## config.mk

```make
export PLATFORM = sky130hd
export DESIGN_NAME = apdu_envelope_fragmenter
export DESIGN_NICKNAME = d
export VERILOG_FILES = /design/src/design/aef_pkg.sv /design/src/design/aef_front.sv /design/src/design/aef_queue.sv /design/src/design/aef_back.sv /design/src/design/apdu_envelope_fragmenter.sv
export SDC_FILE = /design/constraint.sdc
export NUM_CORES = 1
export LEC_CHECK = 0
export BUFFER_PORTS_ARGS = -buffer_cell sky130_fd_sc_hd__buf_2
export CAP_MARGIN = 20
export CORE_MARGIN = 2
export CORE_UTILIZATION = 50
export CTS_BUF_LIST = sky130_fd_sc_hd__clkbuf_8
export DETAILED_ROUTE_END_ITERATION = 16
export PLACE_DENSITY = 0.75
export SETUP_SLACK_MARGIN = 0.15
export SLEW_MARGIN = 20
export SYNTH_ARGS = -nofsm -noshare
export SYNTH_HDL_FRONTEND = slang
export SYNTH_SLANG_ARGS = --single-unit
```

## constraint.sdc

```tcl
create_clock -name clock -period 6.7 [get_ports clock]
set_clock_uncertainty 0.15 [all_clocks]
set_input_delay 0.335 -clock clock [delete_from_list [all_inputs] [get_ports clock]]
set_output_delay 0.335 -clock clock [all_outputs]
set_load 0.02 [all_outputs]
```

## src/design/aef_pkg.sv

```systemverilog
package aef_pkg;

   // ENVELOPE instruction byte
   localparam logic [7:0] INS_ENVELOPE = 8'hC3;

   // Class bytes for chained and last fragments
   localparam logic [7:0] CLA_CHAINED = 8'h10;
   localparam logic [7:0] CLA_LAST    = 8'h00;

   // Register indexes on the csr port
   localparam logic [1:0] CSR_MAX_COMMAND  = 2'd0;
   localparam logic [1:0] CSR_MAX_RESPONSE = 2'd1;
   localparam logic [1:0] CSR_EXT_ALLOWED  = 2'd2;

   // Request opcodes
   localparam logic OP_BEGIN = 1'b0;
   localparam logic OP_DATA  = 1'b1;

   // Result status codes
   localparam logic [1:0] ST_OK       = 2'd0;
   localparam logic [1:0] ST_NO_EXT   = 2'd1;
   localparam logic [1:0] ST_PROTOCOL = 2'd2;

   // Short form limits and the extended Le limit
   localparam logic [15:0] SHORT_LC_MAX = 16'd255;
   localparam logic [16:0] SHORT_LE_MAX = 17'd256;
   localparam logic [16:0] EXT_LE_MAX   = 17'd65536;

   // Queue between front and back
   localparam int QDEPTH = 4;
   localparam int QPTR_W = $clog2(QDEPTH);
   localparam int QCNT_W = $clog2(QDEPTH + 1);

   typedef struct packed {
      logic       op;
      logic [15:0] msg_len;
      logic [7:0] data_byte;
   } aef_req_type;

   typedef struct packed {
      logic [7:0] apdu_byte;
      logic       apdu_end;
      logic       final_fragment;
      logic [1:0] status;
   } aef_rsp_type;

   typedef struct packed {
      logic [15:0] max_command_bytes;
      logic [16:0] max_response_bytes;
      logic        extended_allowed;
   } aef_cfg_type;

   // One classified item handed from front to back
   typedef struct packed {
      logic [1:0]  status;     // nonzero: single error result
      logic        header;     // emit command header ahead of the byte
      logic        ext;        // extended Lc / Le
      logic        fin;        // belongs to the final fragment
      logic        data_end;   // byte closes a chained fragment
      logic        trailer;    // Le follows the byte
      logic [15:0] frag;       // Lc value
      logic [7:0]  data;
      logic [15:0] le;         // Le value, 65536 coded as zero
   } aef_desc_type;

endpackage

```

## src/design/aef_front.sv

```systemverilog
module aef_front (
   input  logic                  clock,
   input  logic                  reset,
   input  logic                  req_valid,
   output logic                  req_stall,
   input  aef_pkg::aef_req_type  req_payload,
   input  aef_pkg::aef_cfg_type  cfg,
   input  logic                  q_full,
   output logic                  q_push,
   output aef_pkg::aef_desc_type q_data
);
   import aef_pkg::*;

   logic [15:0] remaining_ff, remaining_in;
   logic [15:0] frag_left_ff, frag_left_in;
   logic        frag_ext_ff, frag_ext_in;
   logic        frag_final_ff, frag_final_in;
   logic        open_ff, open_in;

   logic        accept;
   logic [15:0] eff_cmd;
   logic [16:0] eff_resp;
   logic        resp_long;
   logic [15:0] frag;
   logic        new_final;
   logic        new_ext;
   logic [15:0] cur_left;
   logic [15:0] next_left;
   logic        cur_final;
   logic        cur_ext;

   assign req_stall = q_full;
   assign accept    = req_valid && !q_full;

   // Out of range registers clamp to legal values
   assign eff_cmd  = (cfg.max_command_bytes == 16'd0) ? 16'd1 : cfg.max_command_bytes;
   always_comb begin
      eff_resp = cfg.max_response_bytes;
      if (cfg.max_response_bytes == 17'd0) begin
         eff_resp = 17'd1;
      end else if (cfg.max_response_bytes > EXT_LE_MAX) begin
         eff_resp = EXT_LE_MAX;
      end
   end
   assign resp_long = eff_resp > SHORT_LE_MAX;

   // Fragment sizing for a fragment that starts with this byte
   assign frag      = (remaining_ff > eff_cmd) ? eff_cmd : remaining_ff;
   assign new_final = (remaining_ff <= eff_cmd);
   assign new_ext   = (frag > SHORT_LC_MAX) || (new_final && resp_long);

   assign cur_left  = (frag_left_ff == 16'd0) ? frag : frag_left_ff;
   assign cur_final = (frag_left_ff == 16'd0) ? new_final : frag_final_ff;
   assign cur_ext   = (frag_left_ff == 16'd0) ? new_ext : frag_ext_ff;
   assign next_left = cur_left - 16'd1;

   // Classify the request and update message state
   always_comb begin
      remaining_in  = remaining_ff;
      frag_left_in  = frag_left_ff;
      frag_ext_in   = frag_ext_ff;
      frag_final_in = frag_final_ff;
      open_in       = open_ff;
      q_push        = 1'b0;
      q_data        = '0;
      q_data.le     = eff_resp[15:0];
      q_data.data   = req_payload.data_byte;
      q_data.frag   = frag;
      if (accept) begin
         if (req_payload.op == OP_BEGIN) begin
            frag_left_in  = 16'd0;
            frag_ext_in   = 1'b0;
            frag_final_in = 1'b0;
            remaining_in  = req_payload.msg_len;
            open_in       = (req_payload.msg_len != 16'd0);
            if (req_payload.msg_len == 16'd0) begin
               q_push        = 1'b1;
               q_data.status = ST_PROTOCOL;
            end
         end else if (!open_ff || remaining_ff == 16'd0) begin
            // stray byte
            open_in       = 1'b0;
            q_push        = 1'b1;
            q_data.status = ST_PROTOCOL;
         end else if (frag_left_ff == 16'd0 && new_ext && !cfg.extended_allowed) begin
            // extended form needed but not allowed: abort the message
            open_in       = 1'b0;
            remaining_in  = 16'd0;
            frag_left_in  = 16'd0;
            frag_ext_in   = 1'b0;
            frag_final_in = 1'b0;
            q_push        = 1'b1;
            q_data.status = ST_NO_EXT;
         end else begin
            q_push          = 1'b1;
            q_data.header   = (frag_left_ff == 16'd0);
            q_data.ext      = cur_ext;
            q_data.fin      = cur_final;
            q_data.data_end = (next_left == 16'd0) && !cur_final;
            q_data.trailer  = (next_left == 16'd0) && cur_final;
            frag_left_in    = next_left;
            remaining_in    = remaining_ff - 16'd1;
            frag_ext_in     = cur_ext;
            frag_final_in   = cur_final;
            if (next_left == 16'd0 && cur_final) begin
               open_in       = 1'b0;
               remaining_in  = 16'd0;
               frag_ext_in   = 1'b0;
               frag_final_in = 1'b0;
            end
         end
      end
   end

   always_ff @(posedge clock) begin
      if (reset) begin
         remaining_ff  <= '0;
         frag_left_ff  <= '0;
         frag_ext_ff   <= 1'b0;
         frag_final_ff <= 1'b0;
         open_ff       <= 1'b0;
      end else begin
         remaining_ff  <= remaining_in;
         frag_left_ff  <= frag_left_in;
         frag_ext_ff   <= frag_ext_in;
         frag_final_ff <= frag_final_in;
         open_ff       <= open_in;
      end
   end

   // A fragment in progress always belongs to an open message
   a_frag_open: assert property (@(posedge clock) disable iff (reset)
      frag_left_ff != 16'd0 |-> open_ff)
      else $error("fragment in progress without open message");

   // A fragment never runs past the end of the message
   a_frag_fits: assert property (@(posedge clock) disable iff (reset)
      frag_left_ff <= remaining_ff)
      else $error("fragment longer than remaining message");

   // Nothing is queued without an accepted request
   a_push_accept: assert property (@(posedge clock) disable iff (reset)
      q_push |-> accept)
      else $error("queue push without request transfer");

endmodule

```

## src/design/aef_queue.sv

```systemverilog
module aef_queue (
   input  logic                  clock,
   input  logic                  reset,
   input  logic                  push,
   input  aef_pkg::aef_desc_type push_data,
   input  logic                  pop,
   output logic                  full,
   output logic                  empty,
   output aef_pkg::aef_desc_type head
);
   import aef_pkg::*;

   aef_desc_type            slots_ff [QDEPTH];
   logic [QPTR_W-1:0]       wr_ptr_ff, wr_ptr_in;
   logic [QPTR_W-1:0]       rd_ptr_ff, rd_ptr_in;
   logic [QCNT_W-1:0]       count_ff, count_in;

   assign full  = (count_ff == QCNT_W'(QDEPTH));
   assign empty = (count_ff == '0);
   assign head  = slots_ff[rd_ptr_ff];

   // Pointer and fill count update
   always_comb begin
      wr_ptr_in = wr_ptr_ff;
      rd_ptr_in = rd_ptr_ff;
      count_in  = count_ff;
      if (push) begin
         wr_ptr_in = (wr_ptr_ff == QPTR_W'(QDEPTH - 1)) ? '0 : wr_ptr_ff + 1'b1;
      end
      if (pop) begin
         rd_ptr_in = (rd_ptr_ff == QPTR_W'(QDEPTH - 1)) ? '0 : rd_ptr_ff + 1'b1;
      end
      if (push && !pop) begin
         count_in = count_ff + 1'b1;
      end else if (pop && !push) begin
         count_in = count_ff - 1'b1;
      end
   end

   always_ff @(posedge clock) begin
      if (reset) begin
         wr_ptr_ff <= '0;
         rd_ptr_ff <= '0;
         count_ff  <= '0;
      end else begin
         wr_ptr_ff <= wr_ptr_in;
         rd_ptr_ff <= rd_ptr_in;
         count_ff  <= count_in;
      end
   end

   // Storage
   always_ff @(posedge clock) begin
      if (push) begin
         slots_ff[wr_ptr_ff] <= push_data;
      end
   end

   a_no_overflow: assert property (@(posedge clock) disable iff (reset)
      push |-> !full)
      else $error("push into full queue");

   a_no_underflow: assert property (@(posedge clock) disable iff (reset)
      pop |-> !empty)
      else $error("pop from empty queue");

   a_count_range: assert property (@(posedge clock) disable iff (reset)
      count_ff <= QCNT_W'(QDEPTH))
      else $error("queue count out of range");

endmodule

```

## src/design/aef_back.sv

```systemverilog
module aef_back (
   input  logic                  clock,
   input  logic                  reset,
   input  logic                  q_empty,
   input  aef_pkg::aef_desc_type q_head,
   output logic                  q_pop,
   output logic                  rsp_valid,
   input  logic                  rsp_stall,
   output aef_pkg::aef_rsp_type  rsp_payload
);
   import aef_pkg::*;

   // Position within the bytes generated for one queued item
   typedef enum logic [9:0] {
      SLOT_CLA   = 10'b00_0000_0001,
      SLOT_INS   = 10'b00_0000_0010,
      SLOT_P1    = 10'b00_0000_0100,
      SLOT_P2    = 10'b00_0000_1000,
      SLOT_LC    = 10'b00_0001_0000,
      SLOT_LC_HI = 10'b00_0010_0000,
      SLOT_LC_LO = 10'b00_0100_0000,
      SLOT_DATA  = 10'b00_1000_0000,
      SLOT_LE_HI = 10'b01_0000_0000,
      SLOT_LE_LO = 10'b10_0000_0000
   } slot_type;

   slot_type    slot_ff, slot_in;
   slot_type    cur_slot;
   slot_type    next_slot;
   logic        rsp_valid_ff, rsp_valid_in;
   aef_rsp_type rsp_ff, rsp_in;
   aef_rsp_type gen;
   logic        is_last;
   logic        load;

   assign rsp_valid   = rsp_valid_ff;
   assign rsp_payload = rsp_ff;

   // Items without a header start directly at the data byte
   assign cur_slot = (slot_ff == SLOT_CLA && !q_head.header) ? SLOT_DATA : slot_ff;

   // Byte generation for the current slot
   always_comb begin
      gen                = '0;
      gen.final_fragment = q_head.fin;
      gen.status         = ST_OK;
      is_last            = 1'b0;
      next_slot          = SLOT_CLA;
      unique case (cur_slot)
         SLOT_CLA: begin
            gen.apdu_byte = q_head.fin ? CLA_LAST : CLA_CHAINED;
            next_slot     = SLOT_INS;
         end
         SLOT_INS: begin
            gen.apdu_byte = INS_ENVELOPE;
            next_slot     = SLOT_P1;
         end
         SLOT_P1: begin
            gen.apdu_byte = 8'h00;
            next_slot     = SLOT_P2;
         end
         SLOT_P2: begin
            gen.apdu_byte = 8'h00;
            next_slot     = SLOT_LC;
         end
         SLOT_LC: begin
            gen.apdu_byte = q_head.ext ? 8'h00 : q_head.frag[7:0];
            next_slot     = q_head.ext ? SLOT_LC_HI : SLOT_DATA;
         end
         SLOT_LC_HI: begin
            gen.apdu_byte = q_head.frag[15:8];
            next_slot     = SLOT_LC_LO;
         end
         SLOT_LC_LO: begin
            gen.apdu_byte = q_head.frag[7:0];
            next_slot     = SLOT_DATA;
         end
         SLOT_DATA: begin
            gen.apdu_byte = q_head.data;
            gen.apdu_end  = q_head.data_end;
            is_last       = !q_head.trailer;
            next_slot     = q_head.ext ? SLOT_LE_HI : SLOT_LE_LO;
         end
         SLOT_LE_HI: begin
            gen.apdu_byte = q_head.le[15:8];
            next_slot     = SLOT_LE_LO;
         end
         SLOT_LE_LO: begin
            gen.apdu_byte = q_head.le[7:0];
            gen.apdu_end  = 1'b1;
            is_last       = 1'b1;
         end
         default: begin
            gen.apdu_byte = 8'h00;
         end
      endcase
      // error items are a single all-zero result carrying the status
      if (q_head.status != ST_OK) begin
         gen        = '0;
         gen.status = q_head.status;
         is_last    = 1'b1;
      end
   end

   // Output register: refill whenever empty or its transfer completes
   assign load  = !q_empty && (!rsp_valid_ff || !rsp_stall);
   assign q_pop = load && is_last;

   always_comb begin
      rsp_valid_in = rsp_valid_ff;
      rsp_in       = rsp_ff;
      slot_in      = slot_ff;
      if (load) begin
         rsp_valid_in = 1'b1;
         rsp_in       = gen;
         slot_in      = is_last ? SLOT_CLA : next_slot;
      end else if (!rsp_stall) begin
         rsp_valid_in = 1'b0;
      end
   end

   always_ff @(posedge clock) begin
      if (reset) begin
         rsp_valid_ff <= 1'b0;
         slot_ff      <= SLOT_CLA;
      end else begin
         rsp_valid_ff <= rsp_valid_in;
         slot_ff      <= slot_in;
      end
   end

   always_ff @(posedge clock) begin
      rsp_ff <= rsp_in;
   end

   // A pending response is never overwritten while stalled
   a_hold_stalled: assert property (@(posedge clock) disable iff (reset)
      rsp_valid_ff && rsp_stall |-> !load)
      else $error("output register reloaded under stall");

   // Slot only leaves the start position while an item is at the head
   a_slot_idle: assert property (@(posedge clock) disable iff (reset)
      q_empty |-> slot_ff == SLOT_CLA)
      else $error("slot advanced with empty queue");

   // Error results never carry APDU framing
   a_err_clean: assert property (@(posedge clock) disable iff (reset)
      rsp_valid_ff && rsp_ff.status != ST_OK |-> !rsp_ff.apdu_end && !rsp_ff.final_fragment)
      else $error("error result with framing bits");

endmodule

```

## src/design/apdu_envelope_fragmenter.sv

```systemverilog
// ENVELOPE command fragmenter. A begin request (op 0) opens a message of
// msg_len bytes; each data request (op 1) carries one message byte
// and yields that byte on rsp, preceded by a 5- or 7-byte command header
// (CLA, INS, P1, P2, Lc) when it starts a fragment and followed by a 1- or
// 2-byte Le when it ends the final fragment. Errors come out as a single
// result with a nonzero status. Requests are taken one per cycle into a
// 4-entry queue while it is not full; the response side emits one byte per
// cycle from a single output register while rsp_stall is low and the queue
// holds an item. The queue takes new requests while earlier items are still
// being sent. A request is written into the queue, then its first response
// byte is loaded into the output register. csr_ready is always high;
// registers should be written only while no message bytes are in flight.
module apdu_envelope_fragmenter (
   input  logic                 clock,
   input  logic                 reset,
   input  logic                 req_valid,
   output logic                 req_stall,
   input  aef_pkg::aef_req_type req_payload,
   output logic                 rsp_valid,
   input  logic                 rsp_stall,
   output aef_pkg::aef_rsp_type rsp_payload,
   input  logic                 csr_valid,
   output logic                 csr_ready,
   input  logic [1:0]           csr_index,
   input  logic [16:0]          csr_wdata
);
   import aef_pkg::*;

   aef_cfg_type  cfg_ff, cfg_in;
   logic         q_push;
   logic         q_pop;
   logic         q_full;
   logic         q_empty;
   aef_desc_type q_data;
   aef_desc_type q_head;

   // Configuration registers
   assign csr_ready = 1'b1;

   always_comb begin
      cfg_in = cfg_ff;
      if (csr_valid && csr_ready) begin
         unique case (csr_index)
            CSR_MAX_COMMAND:  cfg_in.max_command_bytes  = csr_wdata[15:0];
            CSR_MAX_RESPONSE: cfg_in.max_response_bytes = csr_wdata;
            CSR_EXT_ALLOWED:  cfg_in.extended_allowed   = csr_wdata[0];
            default:          cfg_in = cfg_ff;
         endcase
      end
   end

   always_ff @(posedge clock) begin
      if (reset) begin
         cfg_ff.max_command_bytes  <= 16'd255;
         cfg_ff.max_response_bytes <= 17'd256;
         cfg_ff.extended_allowed   <= 1'b0;
      end else begin
         cfg_ff <= cfg_in;
      end
   end

   aef_front u_front (
      .clock       (clock),
      .reset       (reset),
      .req_valid   (req_valid),
      .req_stall   (req_stall),
      .req_payload (req_payload),
      .cfg         (cfg_ff),
      .q_full      (q_full),
      .q_push      (q_push),
      .q_data      (q_data)
   );

   aef_queue u_queue (
      .clock     (clock),
      .reset     (reset),
      .push      (q_push),
      .push_data (q_data),
      .pop       (q_pop),
      .full      (q_full),
      .empty     (q_empty),
      .head      (q_head)
   );

   aef_back u_back (
      .clock       (clock),
      .reset       (reset),
      .q_empty     (q_empty),
      .q_head      (q_head),
      .q_pop       (q_pop),
      .rsp_valid   (rsp_valid),
      .rsp_stall   (rsp_stall),
      .rsp_payload (rsp_payload)
   );

endmodule

```

Yosys cells after proc, flatten, opt, wreduce, memory -nomap -nowiden
Memory sizes are Yosys's and may differ from the RTL's. A register that Yosys moved wholly into a read port is not among the register bits.
Cells that the tools add are included.
{ "op_classes": {"n_eq_ne": 19, "addsub": 6, "reduce_logical": 41, "mux": 58, "order_cmp": 5} }
{ "op_table": {"columns": ["cell", "n"], "rows": [
  ["two-way mux 16 bit", 10],
  ["one-hot mux 10 bit (9 select lines)", 1],
  ["logical NOT 16 bit", 5],
  ["one-hot mux 8 bit (8 select lines)", 1],
  ["two-way mux 17 bit", 2],
  ["subtractor 16 x 1 -> 16 bit (second input constant)", 2],
  ["two-way mux 10 bit", 3],
  ["two-way mux 1 bit", 23],
  ["== test 10 x 1 -> 1 bit (second input constant)", 2],
  ["two-way mux 5 bit", 4],
  ["greater-than comparator 17 bit (second input constant)", 1],
  ["greater-than comparator 17 x 9 -> 1 bit (second input constant)", 1],
  ["logical NOT 17 bit", 1],
  ["greater-than comparator 16 bit", 1],
  ["greater-than comparator 16 x 8 -> 1 bit (second input constant)", 1],
  ["<= comparator 16 bit", 1],
  ["two-way mux 8 bit", 2],
  ["nonzero test 16 bit", 1],
  ["two-way mux 2 bit", 7],
  ["logical AND 1 bit", 11],
  ["logical NOT 1 bit", 11],
  ["== test 10 bit (second input constant)", 1],
  ["== test 10 x 2 -> 1 bit (second input constant)", 1],
  ["== test 10 x 3 -> 1 bit (second input constant)", 1],
  ["23 further kinds", 35]
]} }
{ "totals": {"mem_count": 1, "ram_bits": 188, "register_bits": 99, "in_bits": 49, "elab_cells": 147, "output_inout_bits": 15} }
{ "memory_table": {"columns": ["name", "depth", "width", "rd", "rd_ports_with_merged_regs", "wr", "line_no", "text"], "rows": [
  ["u_queue.slots_ff", 4, 47, 1, 1, 1, "aef_queue.sv:13", "aef_desc_type slots_ff [QDEPTH];"]
]} }

Logic depth before layout (Yosys ltp)
{ "logic_depth": {"depth_word": 12, "mapped_depth": 25, "mapped_depth_nobuf": 23} }

Modules after synthesis
Synthesis repeated with hierarchy kept, for this count alone.
{ "unflattened": {"cells_unflattened": 1119, "area_unflattened_um2": 14034.7} }
{ "modules_own_cells": {"columns": ["module", "seq_area_each_um2", "area_per_inst_um2", "n_inst", "cells_per_inst"], "rows": [
  ["aef_queue", 5825.6, 7247.0, 1, 289],
  ["aef_front", 700.7, 3778.6, 1, 517],
  ["aef_back", 580.6, 1552.7, 1, 169],
  ["apdu_envelope_fragmenter", 680.7, 1456.4, 1, 144]
]} }

Worst setup path after synthesis
OpenSTA, ideal clock, no wires.
{ "synth_path": {"path_kind": "register -> register", "from": "reg cfg_ff[21] (netlist bit)", "to": "reg u_front.open_ff", "required_time_ns": 6.464, "setup_time_ns": 0.086, "stages_incl_launch_ff": 24, "path_buffers": 3, "t_arrival_ns": 4.910, "period_less_slack_ns": 5.146, "path_slack_ns": 1.554, "cell_sequence": "dfxtp_1 nor2_1 nand3_1 nor3_1 a31o_2 ha_1 and4_1 and4_1 clkbuf_1 a31oi_2 buf_2 o21ai_0 a21oi_1 ha_1 nand3b_1 a21oi_1 and2_1 nand2_1 and4_1 or4_4 and4_4 buf_6 or3b_1 a221oi_2"} }
{ "synth_rtl": {"columns": ["item", "line_no", "text"], "rows": [
  ["start, declared", "apdu_envelope_fragmenter.sv:29", "aef_cfg_type cfg_ff, cfg_in;"],
  ["start signal, assigned", "apdu_envelope_fragmenter.sv:58", "cfg_ff <= cfg_in;"],
  ["end signal, assigned", "aef_front.sv:127", "open_ff <= open_in;"],
  ["end, declared", "aef_front.sv:18", "logic open_ff, open_in;"]
]} }

==> impl_metrics.csv <==
group,metric,value,unit
cts,htreeDepth,2,
drt,routed_wirelength,33000,um
global_route,grt_max_degree,48,
die,start_util,51.0,%
drt,drc,0,
pwr,peakVddDrop,0.481,mV
synthesis,synth_warnings,0,
synthesis,synth_top_area_cell,"edfxtp_1",
synthesis,seq_area_frac_synth,58.6,%
drt,dr.first_iter.drc_count,1096,
critical_path,cp_common_cell,"and4_1",
critical_path,r2r-start,"cfg_ff[30]",
timing,rsz0062_at_grt,"no",
drt,via_count,9575,
cts,ctsRootBufferMaster,"clkbuf_8",
critical_path,crit_path_top_delay_cell,"or4_4",
drt,avgViaCountPerCell,6.06,
synthesis,avgSynthCellArea,12.1,um2
synthesis,synth_edf_count,200,
pwr,p_leak,5.59,nW
cts,post_cts.repair.setup_buffers,0,
global_route,antenna_found_initial,0,
die,die_y,167,um
die,pin_count,64,
placed_design,port_buffers,62,
critical_path,path_class,"reg2reg",
critical_path,crit_fanout,14,
cells_and_area,area_growth,14.9,%
die,core_region_area,26100,um2
worst_hold_path,hold_path_class,"in2reg",
cts,clk_path_buf_depth,3,
synthesis,synth_fp_nets,1169,
timing,fin_ws,0.814,ns
placed_design,place_ws,0.962,ns
critical_path,setup.worst_path.end_class,"flip-flop",
global_route,grt-ovfl-total,0,
synthesis,synth-seq-cells,289,
cts,cts_buffers,48,
timing,tightest_slew,1.13,ns
placed_design,place.gp.congestion,0.946,
synthesis,synth_xor_area_share,1.05,%
worst_hold_path,holdPathStages,4,
synthesis,synth_area,13300,um2
drt,routedWlPerCell,20.8,um
timing,timing.final.crit_share,87.8,%
synthesis,synthTopCellsByCount,"edfxtp_1 (200), nand2_1 (119), dfxtp_1 (89)",
timing,min_period,5.89,ns
critical_path,crit_arrival,6.20,ns
critical_path,path_cells,"inv_1 > nand3_1 > nor3_1 > a31o_2 > ha_1 > and4_1 > and4_1 > a31oi_2 > o21ai_0 > a21oi_1 > ha_1 > nand3b_1 > a21oi_1 > and2_1 > nand2_1 > and4_1 > or4_4 > and4_4 > nor2_2 > nand2_1 > a221oi_1",
die,dieArea,27900,um2
die,num_rows,59,
drt,dr.pass1.iters,5,
synthesis,synthSimpleGateAreaFrac,15.0,%
cells_and_area,fin_nets,1281,
timing,max_freq,0.170,GHz
cts,cts_tree,"built",
drt,ant_nets,0,
synthesis,synthMuxAreaShare,9.12,%
cts,clock-sinks,289,
synthesis,synth-async-reset-ratio,0,%
synthesis,syn_inst,1094,
global_route,grt_pass1_vias,9563,
global_route,grt_usage,23.7,%
timing,hold_viol,0,
job,maxCapViolCount,0,
placed_design,hpwl,21800,um
timing,setup_tns,0,ns
synthesis,synth_top_area_share,45.2,%
die,die_w,167,um
cells_and_area,layout-drive-gt1-share,18.0,%
critical_path,start_kind,"flip-flop",
timing,finalMaxSlewViolations,0,
worst_hold_path,min_from,"csr_index[0]",
timing,relSlewSlack,23.9,%
synthesis,synth_area_leaders,"edfxtp_1 (45%), dfxtp_1 (13%), mux4_2 (8.0%), nand2_1 (3.4%), a21oi_1 (3.1%)",
critical_path,cp.required,7.02,ns
critical_path,r2r-end,"u_front.remaining_ff[0]",
critical_path,max_stage_delay,0.54,ns
synthesis,synth_top_flop_cell,"edfxtp_1",
global_route,grt_pass1_wl,52000,um
worst_hold_path,hold_path_end,"cfg_ff[26]",
synthesis,synthAdderAreaFrac,2.50,%
cells_and_area,n_fill_cell,2081,
synthesis,synth_compound_area_share,10.8,%
cts,cts.reportedPaths.clkPinSlew,0.06,ns
timing,setup_viol_count_final,0,
cells_and_area,n_antenna_cell,0,
critical_path,r2r_setup_slack,0.81,ns
synthesis,synth.distinct_cells,77,
status,status,"finished clean",
critical_path,reg2regPathDepth,21,
cts,clk_latency,0.58,ns
synthesis,synth.most_common_cell,"edfxtp_1",
pwr,power_density,560,nW/um2
synthesis,synth_top_family_by_area,"simple AND/OR/NAND/NOR gates",
-- cell families (layout without fill, tap and decap cells) --
group	after synthesis	count (layout)
and+or+nand+nor	389	389
DFF	289	289
AOI/OAI and AO/OA	215	215
buffers and inverters	96	248
muxes	62	62
adders and majority gates	26	26
xor gates and xnor gates	16	16
other	1	1
-- registers in the layout, indices dropped and copies added (netlist names), named ones only --
register and cells:
u_queue.slots_ff 188, cfg_ff 34, u_front.frag_left_ff 16, u_front.remaining_ff 16, u_back.rsp_payload 12, u_back.slot_ff 10, u_queue.count_ff 3, u_queue.rd_ptr_ff 2
u_queue.wr_ptr_ff 2, u_back.rsp_valid 1, u_front.frag_ext_ff 1, u_front.frag_final_ff 1, u_front.open_ff 1
-- layout by cell type (no fill, tap or decap), types with 27 or more instances in the layout --
master	synthesis	layout
edfxtp_1	200	200
o21ai_0	31	31
a21oi_1	82	82
nand3_1	27	27
dlygate4sd3_1	0	44
clkbuf_8	0	56
nor3_1	37	37
inv_1	38	55
buf_2	4	62
mux4_2	47	47
nor2_1	64	64
nand2_1	119	119
dfxtp_1	89	87
-- per-layer routing --
metal  GRT usage [%]  wire [um]
met3            3.90       2310
met2            37.9      15400
met1            32.6      14200
met5               0          0
met4            9.30       1100
-- layout make-up --
type / count / area [um2] / area share (%)
clock buffers: 56 / 771 / 5.04
clock inverters: 34 / 160 / 1.05
inverters: 38 / 143 / 0.934
multi-input cells: 709 / 5140 / 33.6
flip-flops and latches: 289 / 7790 / 51.0
well taps: 335 / 419 / 2.74
repair buffers: 120 / 856 / 5.60
-- how the worst max path moves through the flow --
stage | endpoint | startpoint | cells after the start
2_1_floorplan | u_front.open_ff | cfg_ff[21] | 23
3_3_place_gp | u_front.remaining_ff[0] | cfg_ff[30] | 21
3_5_place_dp | u_front.remaining_ff[0] | cfg_ff[30] | 21
4_1_cts | u_front.remaining_ff[0] | cfg_ff[30] | 21
5_1_grt | u_front.remaining_ff[0] | cfg_ff[21] | 21
6_report | u_front.remaining_ff[0] | cfg_ff[30] | 21
-- timing repair --
item	in CTS	in global routing
endpoints found under the hold margin	78	0
resized for setup	0	0
hold buffers	44	0
endpoints found under the setup margin	0	0
-- worst max-delay path, delay by kind of cell (launching register included) --
family                   cells  cell delay [ns]
AO/OA/AOI/OAI                6             1.72
adder cells (fa/ha/maj)      2             0.50
buffers and inverters        1             0.10
flip-flops                   1             0.31
AND/OR/NAND/NOR             12             3.01
-- report_power, final --
group | total (mW) | switching, mW | internal, mW
Sequential | 2.43 | 0.166 | 2.26
Clock | 1.48 | 0.709 | 0.768
Combinational | 4.65 | 2.96 | 1.69
-- per-stage QoR --
step	hold WS [ns]	power [mW]	util (%)	cells	area (um2)
2_1_floorplan	0.284	5.79	-	1094	13300
3_3_place_gp	0.298	6.91	53.3	1446	13900
3_5_place_dp	0.301	6.96	53.4	1447	13900
4_1_cts	0.00236	8.47	58.6	1581	15300
5_1_grt	0.0341	9.08	58.6	1581	15300
6_report	0.0242	8.55	58.6	1581	15300
No activity file was read; power rests on OpenSTA's default activity.
